## config.mk

```make
export PLATFORM = sky130hd
export DESIGN_NAME = bfwm_div
export DESIGN_NICKNAME = d
export VERILOG_FILES = /design/src/hdl/bfwm_pkg.sv /design/src/hdl/bfwm_div.sv
export SDC_FILE = /design/constraint.sdc
export NUM_CORES = 1
export LEC_CHECK = 0
export CAP_MARGIN = 20
export CORE_UTILIZATION = 55
export DETAILED_ROUTE_END_ITERATION = 6
export DONT_BUFFER_PORTS = 1
export HOLD_SLACK_MARGIN = 0.15
export PLACE_DENSITY = 0.73
export SLEW_MARGIN = 15
export SYNTH_ARGS = -nofsm -noshare
export SYNTH_HDL_FRONTEND = slang
export SYNTH_SLANG_ARGS = --single-unit
```

## constraint.sdc

```tcl
create_clock -name clk -period 2.7 [get_ports clk]
set_clock_uncertainty 0.2 [all_clocks]
set_input_delay 0.54 -clock clk [delete_from_list [all_inputs] [get_ports clk]]
set_output_delay 0.54 -clock clk [all_outputs]
set_load 0.03 [all_outputs]
```

## src/hdl/bfwm_pkg.sv

```systemverilog
// bfwm_pkg: shared constants and types for the box filter window mean block
// no dependencies
`default_nettype none
package bfwm_pkg;
  localparam int MAX_GRID   = 256;
  localparam int MAX_WINDOW = 8;
  localparam int GW = $clog2(MAX_GRID);
  localparam int WW = $clog2(MAX_WINDOW);
  localparam int SDEPTH = MAX_GRID * MAX_WINDOW;
  localparam int SAW = $clog2(SDEPTH);
  localparam logic [1:0] REG_GRID = 2'd0;
  localparam logic [1:0] REG_WIN  = 2'd1;

  typedef struct packed {
    logic signed [21:0] sum;
    logic [6:0]         area;
    logic [7:0]         row;
    logic [7:0]         col;
    logic               last;
  } win_t;
endpackage
`default_nettype wire

```

## src/hdl/bfwm_div.sv

```systemverilog
// bfwm_div: rounded signed division of window sum*256 by the window area
// depends on bfwm_pkg; restoring divider, one quotient bit per cycle
`default_nettype none
module bfwm_div import bfwm_pkg::*; (
  input  wire logic        clk,
  input  wire logic        rst_n,
  input  wire logic        start,
  input  wire win_t        job,
  output logic             busy,
  output logic             done,
  output logic [23:0]      q_out,
  output logic [7:0]       row_out,
  output logic [7:0]       col_out,
  output logic             last_out
);
  logic [30:0] num_r;
  logic [6:0]  den_r, rem_r;
  logic [4:0]  cnt_r;
  logic        busy_r, neg_r, done_r;
  logic [7:0]  row_r, col_r;
  logic        last_r;
  logic [29:0] mag;
  logic [7:0]  trial;
  logic [29:0] quo;

  assign mag = job.sum[21] ? 30'(-{{8{job.sum[21]}}, job.sum} * 256)
                           : 30'({8'd0, job.sum} * 256);
  assign trial = {rem_r, num_r[30]};
  assign quo = num_r[29:0];

  always_ff @(posedge clk) begin
    if (!rst_n) begin
      busy_r <= 1'b0;
      done_r <= 1'b0;
    end else begin
      done_r <= 1'b0;
      if (start) begin
        busy_r <= 1'b1;
        cnt_r  <= 5'd0;
        rem_r  <= 7'd0;
        num_r  <= {1'b0, mag + 30'(job.area >> 1)};
        den_r  <= job.area;
        neg_r  <= job.sum[21];
        row_r <= job.row; col_r <= job.col; last_r <= job.last;
      end else if (busy_r) begin
        if (trial >= {1'b0, den_r}) begin
          rem_r <= 7'(trial - {1'b0, den_r});
          num_r <= {num_r[29:0], 1'b1};
        end else begin
          rem_r <= trial[6:0];
          num_r <= {num_r[29:0], 1'b0};
        end
        cnt_r <= cnt_r + 5'd1;
        if (cnt_r == 5'd30) begin
          busy_r <= 1'b0;
          done_r <= 1'b1;
        end
      end
    end
  end
  // after 31 shifts the low bits hold the quotient
  assign busy = busy_r;
  assign done = done_r;
  assign q_out = neg_r ? 24'(-quo[29:0]) : quo[23:0];
  assign row_out = row_r;
  assign col_out = col_r;
  assign last_out = last_r;
endmodule
`default_nettype wire

```

==> impl_metrics.tcl, run 1 <==
set metrics [dict create \
    path_buf_inv 0 \
    synth_top_family_by_area "compound AO/OA/AOI/OAI gates" \
    endpoint_kind "output pin" \
    synth_compound_area_frac 0.1419 \
    cp.depth 5 \
    powerDensity_nw_per_um2 599.8 \
    viasPerCell 5.646 \
    max_stage_delay_ps 590 \
    antenna_found_initial 0 \
    cp_top_family "simple AND/OR/NAND/NOR gates" \
    grt_pass1_wl_um 13950 \
    start_util 0.5727 \
    yosysTopAreaCellShare 0.5191 \
    yosysTopAreaCell "edfxtp_1" \
    crit_required_ps 1960 \
    die_y_um 86.57 \
    synth_xor_xnor_area_share 0.1024 \
    violations "negative setup slack" \
    crit_fanout 6 \
    pre_cts_ws_ps -394.7 \
    cp-endpoint "q_out[21]" \
    setup_slack_ps -732.5 \
    p_int_uw 2303 \
    drt-total-wl_um 9122 \
    timing.rr.start "num_r[30]" \
    route.antenna.remaining_nets 0 \
    finalCritPeriodShare 1.271 \
    tns_ps -9619 \
    routed-via-count 2998 \
    maxCapViolCount 0 \
    htreeDepth 3 \
    hpwl_um 5774 \
    synthTopCellsByArea "edfxtp_1, xnor2_1, xor2_1" \
    synth_cell_types 47 \
    ys_top_cells_by_count "edfxtp_1, nor2_1, a21oi_1" \
    pwr-share-seq 0.434 \
    yosysWarningCount 0 \
    drt_iter0_drc 185 \
    startpoint "num_r[8]" \
    cts_buffer_depth 2 \
    avgRoutedWirePerCell_um 17.18 \
    fp.dieW_um 86.57 \
    die-area_um2 7494 \
    core.rowCount 30 \
    yosys.area_share.simple 0.1330 \
    synth_fa_ha_area_frac 0.04008 \
    clk_latency_ps 350 \
    place_congestion 0.8311 \
    hold_class "in2reg" \
    comb_power_share 0.211 \
    first_global_vias 2948 \
    setup_viol 18 \
    critical_path.cell_chain "or4_4, or2_4, or4_4, o31ai_4, xnor2_4" \
    timing.fmax_ghz 0.2913 \
    syn-instance-count 351 \
    ys_seq_area_frac 0.5293 \
    hold_viol 0 \
    crit_path_top_delay_cell "or4_4" \
    regToRegEndpoint "rem_r[0]" \
    syn_area_um2 3934 \
    critPathMostFrequentCell "or4_4" \
    synth-edff-count 68 \
    synthMuxAreaShare 0.02195 \
    clock-sinks 70 \
    grt_start_max_net_pins 70 \
    clk_transition_reported_paths_ps 80 \
    drive_gt1_frac 0.2690 \
    yosysMostFrequentCell "edfxtp_1" \
    pwr-share-clk 0.355 \
    final_util 0.7696 \
    place_inst 478 \
    reg2reg_slack_ps 230 \
    synth.ff_latch_count 70 \
    cts_buffers 9 \
    status "finished with violations" \
    synthToLayoutAreaGrowth_pct 34.38 \
    rsz0062_at_grt "true" \
    io_pins 92 \
    min_period_ps 3433 \
    grtUsageTotal 0.2460 \
    arrival_ps 2690 \
    slew_viol_final 0 \
    overflow 0 \
    slew_headroom 0.6207 \
    critPathKind "reg2out" \
    fin_nets 491 \
    p_sw_frac 0.2738 \
    core_area_um2 6869 \
    final_area_um2 5286 \
    max-vdd-ir-drop_mv 0.4022 \
    firstDrtPassIters 4 \
    diodes 0 \
    synthFlopType "edfxtp_1" \
    root_buffer "clkbuf_8" \
    syn_nets 412 \
    cts_tree "done" \
    synthArstFlopShare 0 \
    p_sw_uw 868.0 \
    placed_area_um2 4420 \
    r2r_cells 8 \
    worstSetupStartpointType "register" \
    io_buffers 0 \
    p_leak_uw 0.001962 \
    tightest_slew_ps 569.0 \
    stdcell_count 531 \
    syn_area_per_cell_um2 11.21 \
    drc 0 \
]
cells by family (layout without fill, tap and decap cells):
kind of cell / count (synthesis) / after routing
buf+inv: 30 / 114
xor+xnor: 46 / 46
simple gates: 101 / 101
mux: 8 / 8
fa+ha+maj: 12 / 12
compound gates: 84 / 84
flops: 70 / 70
worst min-delay path by stage:
stage,start,end,slack [ps],cells after the start
5_1_grt,start,cnt_r[1],160,1
3_3_place_gp,num_r[29],num_r[30],320,1
3_5_place_dp,num_r[29],num_r[30],350,1
2_1_floorplan,num_r[29],num_r[30],310,1
4_1_cts,start,cnt_r[1],170,1
6_report,start,cnt_r[4],180,1
placed cells by master (no fill, tap or decap), types with 11 or more instances in the layout:
cell type and n:
o21ai_0 17, nand2_1 14, edfxtp_1 68, nor2_1 36, ha_1 11, inv_1 16
dlygate4sd3_1 27, xor2_1 20, buf_4 48, xnor2_1 14, a21oi_1 28
state kept, by name, indices dropped and copies added (netlist names), 5 cells and up:
signal,count
num_r,31
col_out,8
row_out,8
den_r,7
rem_r,7
cnt_r,5
routing by layer:
metal / routed length [um] / global-route usage / up-vias
met5: 0 / 0 / -
met4: 223 / 0.09848 / 0
met3: 652 / 0.06667 / 19
met2: 4527 / 0.4199 / 126
met1: 3718 / 0.2964 / 1397
li1: - / - / 1456
area by class of cell:
type                       count  area, um^2
multi-input combinational    251        2044
inverter                      16       60.06
clock buffer                   9       123.9
sequential                    70        2082
tap                           96       120.1
clock inverter                 7       146.4
timing repair buffer          82       709.4
fill                         420        1583
what timing repair did:
action                     4_1_cts  5_1_grt
hold endpoints to repair        26        0
gates resized for setup         27       16
hold buffers                    27        0
buffers inserted                 3        7
setup endpoints to repair       18       21
pin swaps                       13        5
metrics by stage:
stage	power (uW)	hold WS (ps)
after global placement	1947	315.5
after detailed placement	1960	346.3
final	3171	181.3
after floorplan	1823	309.1
after global routing	3269	163.8
after CTS	3135	166.1
power by group through the flow:
stage | sequential [uW] | clock, uW | combinational [uW]
2_1_floorplan | 1400 | 0 | 425
3_3_place_gp | 1390 | 0 | 553
3_5_place_dp | 1400 | 0 | 562
4_1_cts | 1380 | 1130 | 631
5_1_grt | 1380 | 1160 | 721
6_report | 1380 | 1130 | 669
Note: power is estimated with default switching activity, not from simulation.
==> inputs of run 2 (changes only) <==
--- a/config.mk
+++ b/config.mk
@@ -7,4 +7,5 @@
 export LEC_CHECK = 0
-export CAP_MARGIN = 20
-export CORE_UTILIZATION = 55
+export CELL_PAD_IN_SITES_DETAIL_PLACEMENT = 1
+export CELL_PAD_IN_SITES_GLOBAL_PLACEMENT = 2
+export CORE_UTILIZATION = 37
 export DETAILED_ROUTE_END_ITERATION = 6
@@ -12,3 +13,3 @@
 export HOLD_SLACK_MARGIN = 0.15
-export PLACE_DENSITY = 0.73
+export PLACE_DENSITY_LB_ADDON = 0.1
 export SLEW_MARGIN = 15
==> constraint.sdc (replaced) <==
create_clock -name clk -period 2.7 [get_ports clk]
set_clock_uncertainty 0.2 [all_clocks]
set_input_delay 0.135 -clock clk [delete_from_list [all_inputs] [get_ports clk]]
set_output_delay 0.135 -clock clk [all_outputs]
set_load 0.03 [all_outputs]
==> impl_metrics.tcl, run 2 (synthesized netlist as in run 1, its figures left out) <==
set metrics [dict create \
    status "finished with violations" \
    violations "negative setup slack" \
    max-vdd-ir-drop_mv 0.1985 \
    timing.fmax_ghz 0.3201 \
    core.rowCount 37 \
    regMostFlops "num_r" \
    pwr-share-clk 0.280 \
    routed.top_layer "met4" \
    clk_latency_ps 360 \
    slew_viol_final 0 \
    drt-total-wl_um 10120 \
    wl_met3_um 342 \
    first_global_vias 3248 \
    fp.dieW_um 105.1 \
    fin_nets 517 \
    drive_gt1_frac 0.2278 \
    firstDrtPassIters 4 \
    final_area_um2 5421 \
    clock-sinks 70 \
    routed-via-count 3063 \
    diodes 0 \
    antenna_found_initial 0 \
    grt_start_max_net_pins 69 \
    hold_viol 0 \
    r2r_cells 7 \
    overflow 0 \
    cp.depth 7 \
    grt_pass1_wl_um 16290 \
    cts_buffers 9 \
    hold_class "in2reg" \
    p_sw_uw 942.7 \
    cp_top_family "simple AND/OR/NAND/NOR gates" \
    p_int_uw 1971 \
    die_y_um 105.1 \
    final_common_cell "edfxtp_1" \
    crit_required_ps 2370 \
    cts_tree "done" \
    core_area_um2 10320 \
    pre_cts_ws_ps -45.82 \
    tightest_slew_ps 836.9 \
    io_buffers 0 \
    viasPerCell 5.131 \
    drc 0 \
    max_stage_delay_ps 570 \
    endpoint_kind "output pin" \
    crit_path_top_delay_cell "or4_4" \
    htreeDepth 3 \
    pwr-share-seq 0.474 \
    place_congestion 0.7672 \
    setup_slack_ps -423.6 \
    route.antenna.remaining_nets 0 \
    p_leak_uw 0.001999 \
    io_pins 92 \
    arrival_ps 2790 \
    root_buffer "clkbuf_8" \
    p_sw_frac 0.3235 \
    critPathKind "reg2out" \
    crit_fanout 6 \
    maxCapViolCount 0 \
    drt_iter0_drc 89 \
    most-common-layout-cells "edfxtp_1, dlygate4sd3_1, buf_4" \
    clk_transition_reported_paths_ps 90 \
    grtUsageTotal 0.1901 \
    drt-met1-wl_um 4541 \
    min_period_ps 3124 \
    rsz0062_at_grt "true" \
    holdPathStages 5 \
    largest_reg_flops 31 \
    synthToLayoutAreaGrowth_pct 37.82 \
    die-area_um2 11050 \
    hpwl_um 6741 \
    worstSetupStartpointType "register" \
    dr_wl_met2_um 5142 \
    powerDensity_nw_per_um2 537.5 \
    critical_path.cell_chain "or4_4, or2_4, or4_4, buf_4, o21ai_2, xnor2_1, buf_4" \
    slew_headroom 0.4402 \
    setup_viol 11 \
    avgRoutedWirePerCell_um 16.95 \
    placed_area_um2 4349 \
    cts_buffer_depth 2 \
    start_util 0.3810 \
    finalCritPeriodShare 1.157 \
    comb_power_share 0.246 \
    path_buf_inv 2 \
]
## run 2: cell count changes in the layout (fill, tap and decap cells not counted), moves of 3 or more
cell,previous run,this run
dlygate4sd3_1,27,60
xnor2_2,5,9
xnor2_4,7,0
xnor2_1,14,17
bufinv_16,4,0
buf_4,48,41
## run 2: power by group through the flow
stage / clock network (uW) / registers, uW / logic, uW
2_1_floorplan: 0 / 1390 / 409
3_3_place_gp: 0 / 1400 / 556
3_5_place_dp: 0 / 1400 / 564
4_1_cts: 847 / 1380 / 700
5_1_grt: 883 / 1390 / 778
6_report: 815 / 1380 / 717
## run 2: final cells by class
cell class,instances,area (um^2)
fillers,1092,4902
flip-flops and latches,70,2082
multi-input cells,251,1918
repair buffers,108,1003
well taps,136,170.2
clock buffers,9,123.9
clock inverters,7,63.81
inverters,16,60.06
## run 2: per-stage QoR
step	instances	hold slack (ps)	utilization	TNS (ps)	total power, uW
after detailed placement	514	23.65	0.4213	-82.97	1966
after floorplan	351	33.87	-	0	1802
final	597	167.8	0.5251	-3922	2914
after global placement	514	18.59	0.4213	0	1955
after global routing	597	184.1	0.5251	-5014	3052
after CTS	594	154.3	0.5135	-3906	2928
## run 2: metal layers
metal  GRT usage  vias to the layer above
li1            -                     1507
met1      0.2357                     1478
met2      0.3344                       70
met3     0.03930                        8
met4     0.05131                        0
met5           0                        -
## run 2: what timing repair did
action	CTS	global route
resized for setup	20	18
setup endpoints to repair	16	18
hold buffers	61	0
buffers inserted	3	3
pin swaps	4	4
cloned	0	0
hold endpoints to repair	94	0
## run 2: final timing paths
| check | start | endpoint | slack (ps) |
|---|---|---|---|
| worst max-delay path | num_r[9] | q_out[17] | -420 |
| worst min-delay path | job[24] | num_r[13] | 170 |
| worst max register to register | den_r[0] | rem_r[5] | 260 |
| worst min register to register | num_r[29] | num_r[30] | 370 |
## run 2: worst register-to-register path, cell delays in order, from the launching register on
cell       delay, ps
edfxtp_1         410
ha_1             240
fa_1             400
nand2b_1         180
o2bb2ai_1        200
a31o_2           300
a22o_1           230
a21oi_1          130
==> inputs of run 3 (changes only) <==
Settings changed: CELL_PAD_IN_SITES_DETAIL_PLACEMENT 1 to not set, CELL_PAD_IN_SITES_GLOBAL_PLACEMENT 2 to not set, CORE_UTILIZATION 37 to 40, PLACE_DENSITY_LB_ADDON 0.1 to not set.
==> impl_metrics.tcl, run 3 (synthesized netlist as in run 1, its figures left out) <==
set metrics [dict create \
    endpoint_kind "output pin" \
    crit_required_ps 2370 \
    viasPerCell 5.135 \
    antenna_found_initial 0 \
    firstDrtPassIters 4 \
    tightest_slew_ps 784.3 \
    largest_reg_flops 31 \
    arrival_ps 2720 \
    cts_tree "done" \
    critPathKind "reg2out" \
    synthToLayoutAreaGrowth_pct 34.61 \
    critical_path.cell_chain "or4_4, or2_4, or4_4, o31ai_2, xnor2_1, buf_4" \
    startpoint "num_r[7]" \
    clk_latency_ps 350 \
    pre_cts_ws_ps 3.289 \
    drive_gt1_frac 0.2018 \
    place_congestion 0.8315 \
    crit_path_top_delay_cell "or4_4" \
    hold_class "in2reg" \
    first_global_vias 2991 \
    die-area_um2 10240 \
    maxCapViolCount 0 \
    worstHoldStart "job[31]" \
    setup_slack_ps -359.5 \
    hold_viol 0 \
    worstSetupStartpointType "register" \
    placed_area_um2 4345 \
    n_fill_cell 837 \
    clock-sinks 70 \
    fin_nets 512 \
    drt-total-wl_um 9057 \
    reg2reg_slack_ps 290 \
    grtUsageTotal 0.1827 \
    powerDensity_nw_per_um2 547.6 \
    min_period_ps 3060 \
    max_stage_delay_ps 560 \
    violations "negative setup slack" \
    p_leak_uw 0.001947 \
    core.rowCount 35 \
    final_common_cell "edfxtp_1" \
    regMostFlops "num_r" \
    overflow 0 \
    timing.rr.start "num_r[30]" \
    io_buffers 0 \
    rsz0062_at_grt "true" \
    drc 0 \
    critPathMostFrequentCell "or4_4" \
    io_pins 92 \
    r2r_cells 8 \
    avgRoutedWirePerCell_um 15.48 \
    most-common-layout-cells "edfxtp_1, dlygate4sd3_1, buf_4" \
    stdcell_count 585 \
    crit_fanout 6 \
    setup_viol 11 \
    final_util 0.5650 \
    clk_transition_reported_paths_ps 80 \
    slew_headroom 0.4754 \
    root_buffer "clkbuf_8" \
    final_area_um2 5295 \
    finalCritPeriodShare 1.133 \
    grt_start_max_net_pins 70 \
    status "finished with violations" \
    start_util 0.4198 \
    holdPathStages 5 \
    hpwl_um 5938 \
    fp.dieW_um 101.2 \
    htreeDepth 3 \
    timing.fmax_ghz 0.3268 \
    place_inst 506 \
    cts_buffers 9 \
    regToRegEndpoint "rem_r[4]" \
    diodes 0 \
    grt_pass1_wl_um 14220 \
    route.antenna.remaining_nets 0 \
    slew_viol_final 0 \
    holdPathEnd "num_r[18]" \
    core_area_um2 9371 \
    routed-via-count 3004 \
    cts_buffer_depth 2 \
    max-vdd-ir-drop_mv 0.2310 \
    die_y_um 101.2 \
    drt_iter0_drc 120 \
]
==> run 3: cell count changes in the layout (fill, tap and decap cells not counted), sizes merged <==
cell         before  now
buf              48   44
bufinv            0    1
clkbuf            9   10
clkinv            1    4
clkinvlp          2    0
dlygate4sd3      60   59
inv              20   17
==> run 3: how the worst max path moves through the flow <==
| stage | end | slack [ps] |
|---|---|---|
| after floorplan | q_out[19] | 20 |
| after global routing | q_out[15] | -460 |
| after CTS | q_out[21] | -380 |
| final | q_out[21] | -360 |
| after global placement | q_out[23] | 30 |
| after detailed placement | q_out[21] | 3 |
==> run 3: repair_timing <==
action	4_1_cts	5_1_grt
pin swaps	4	2
setup endpoints to repair	13	14
setup buffers	2	1
resized for setup	15	7
hold buffers	60	0
hold endpoints to repair	114	0
==> run 3: worst max-delay path, delay by kind of cell, from the launching register on <==
kind,cells,cell delay [ps]
AND/OR/NAND/NOR,3,1360
flip-flops,1,400
AO/OA/AOI/OAI,1,240
buffers and inverters,1,190
XOR/XNOR,1,170
==> run 3: power breakdown <==
group / internal (uW) / switching, uW / leakage, uW
combinational: 312 / 371 / 0.00119
clock: 426 / 412 / 0.0000981
sequential: 1290 / 87.3 / 0.000662
total: 2030 / 871 / 0.00195
==> run 3: cell type report <==
| type | count | area [um^2] | area share |
|---|---|---|---|
| Clock inverter | 6 | 61.31 | 0.01158 |
| Tap cell | 129 | 161.4 | 0.03048 |
| Clock buffer | 10 | 127.6 | 0.02410 |
| Inverter | 16 | 60.06 | 0.01134 |
| Sequential cell | 70 | 2082 | 0.3932 |
| Multi-Input combinational cell | 251 | 1846 | 0.3485 |
| Timing Repair Buffer | 103 | 957.2 | 0.1808 |
==> run 3: layer usage <==
metal  track usage  up-vias  routed length, um
met3       0.04486        6                496
met1        0.2193     1408               3926
met4       0.03233        0                 52
met2        0.3344       93               4581
met5             0        -                  0
li1              -     1497                  -
==> run 3: stage by stage <==
step	total power (uW)	setup TNS (ps)	hold slack, ps
final	2900	-3366	161.6
after global routing	3028	-4385	178.3
after CTS	2909	-3459	154.1
after detailed placement	1950	0	21.26
after global placement	1941	0	19.80
after floorplan	1802	0	33.87
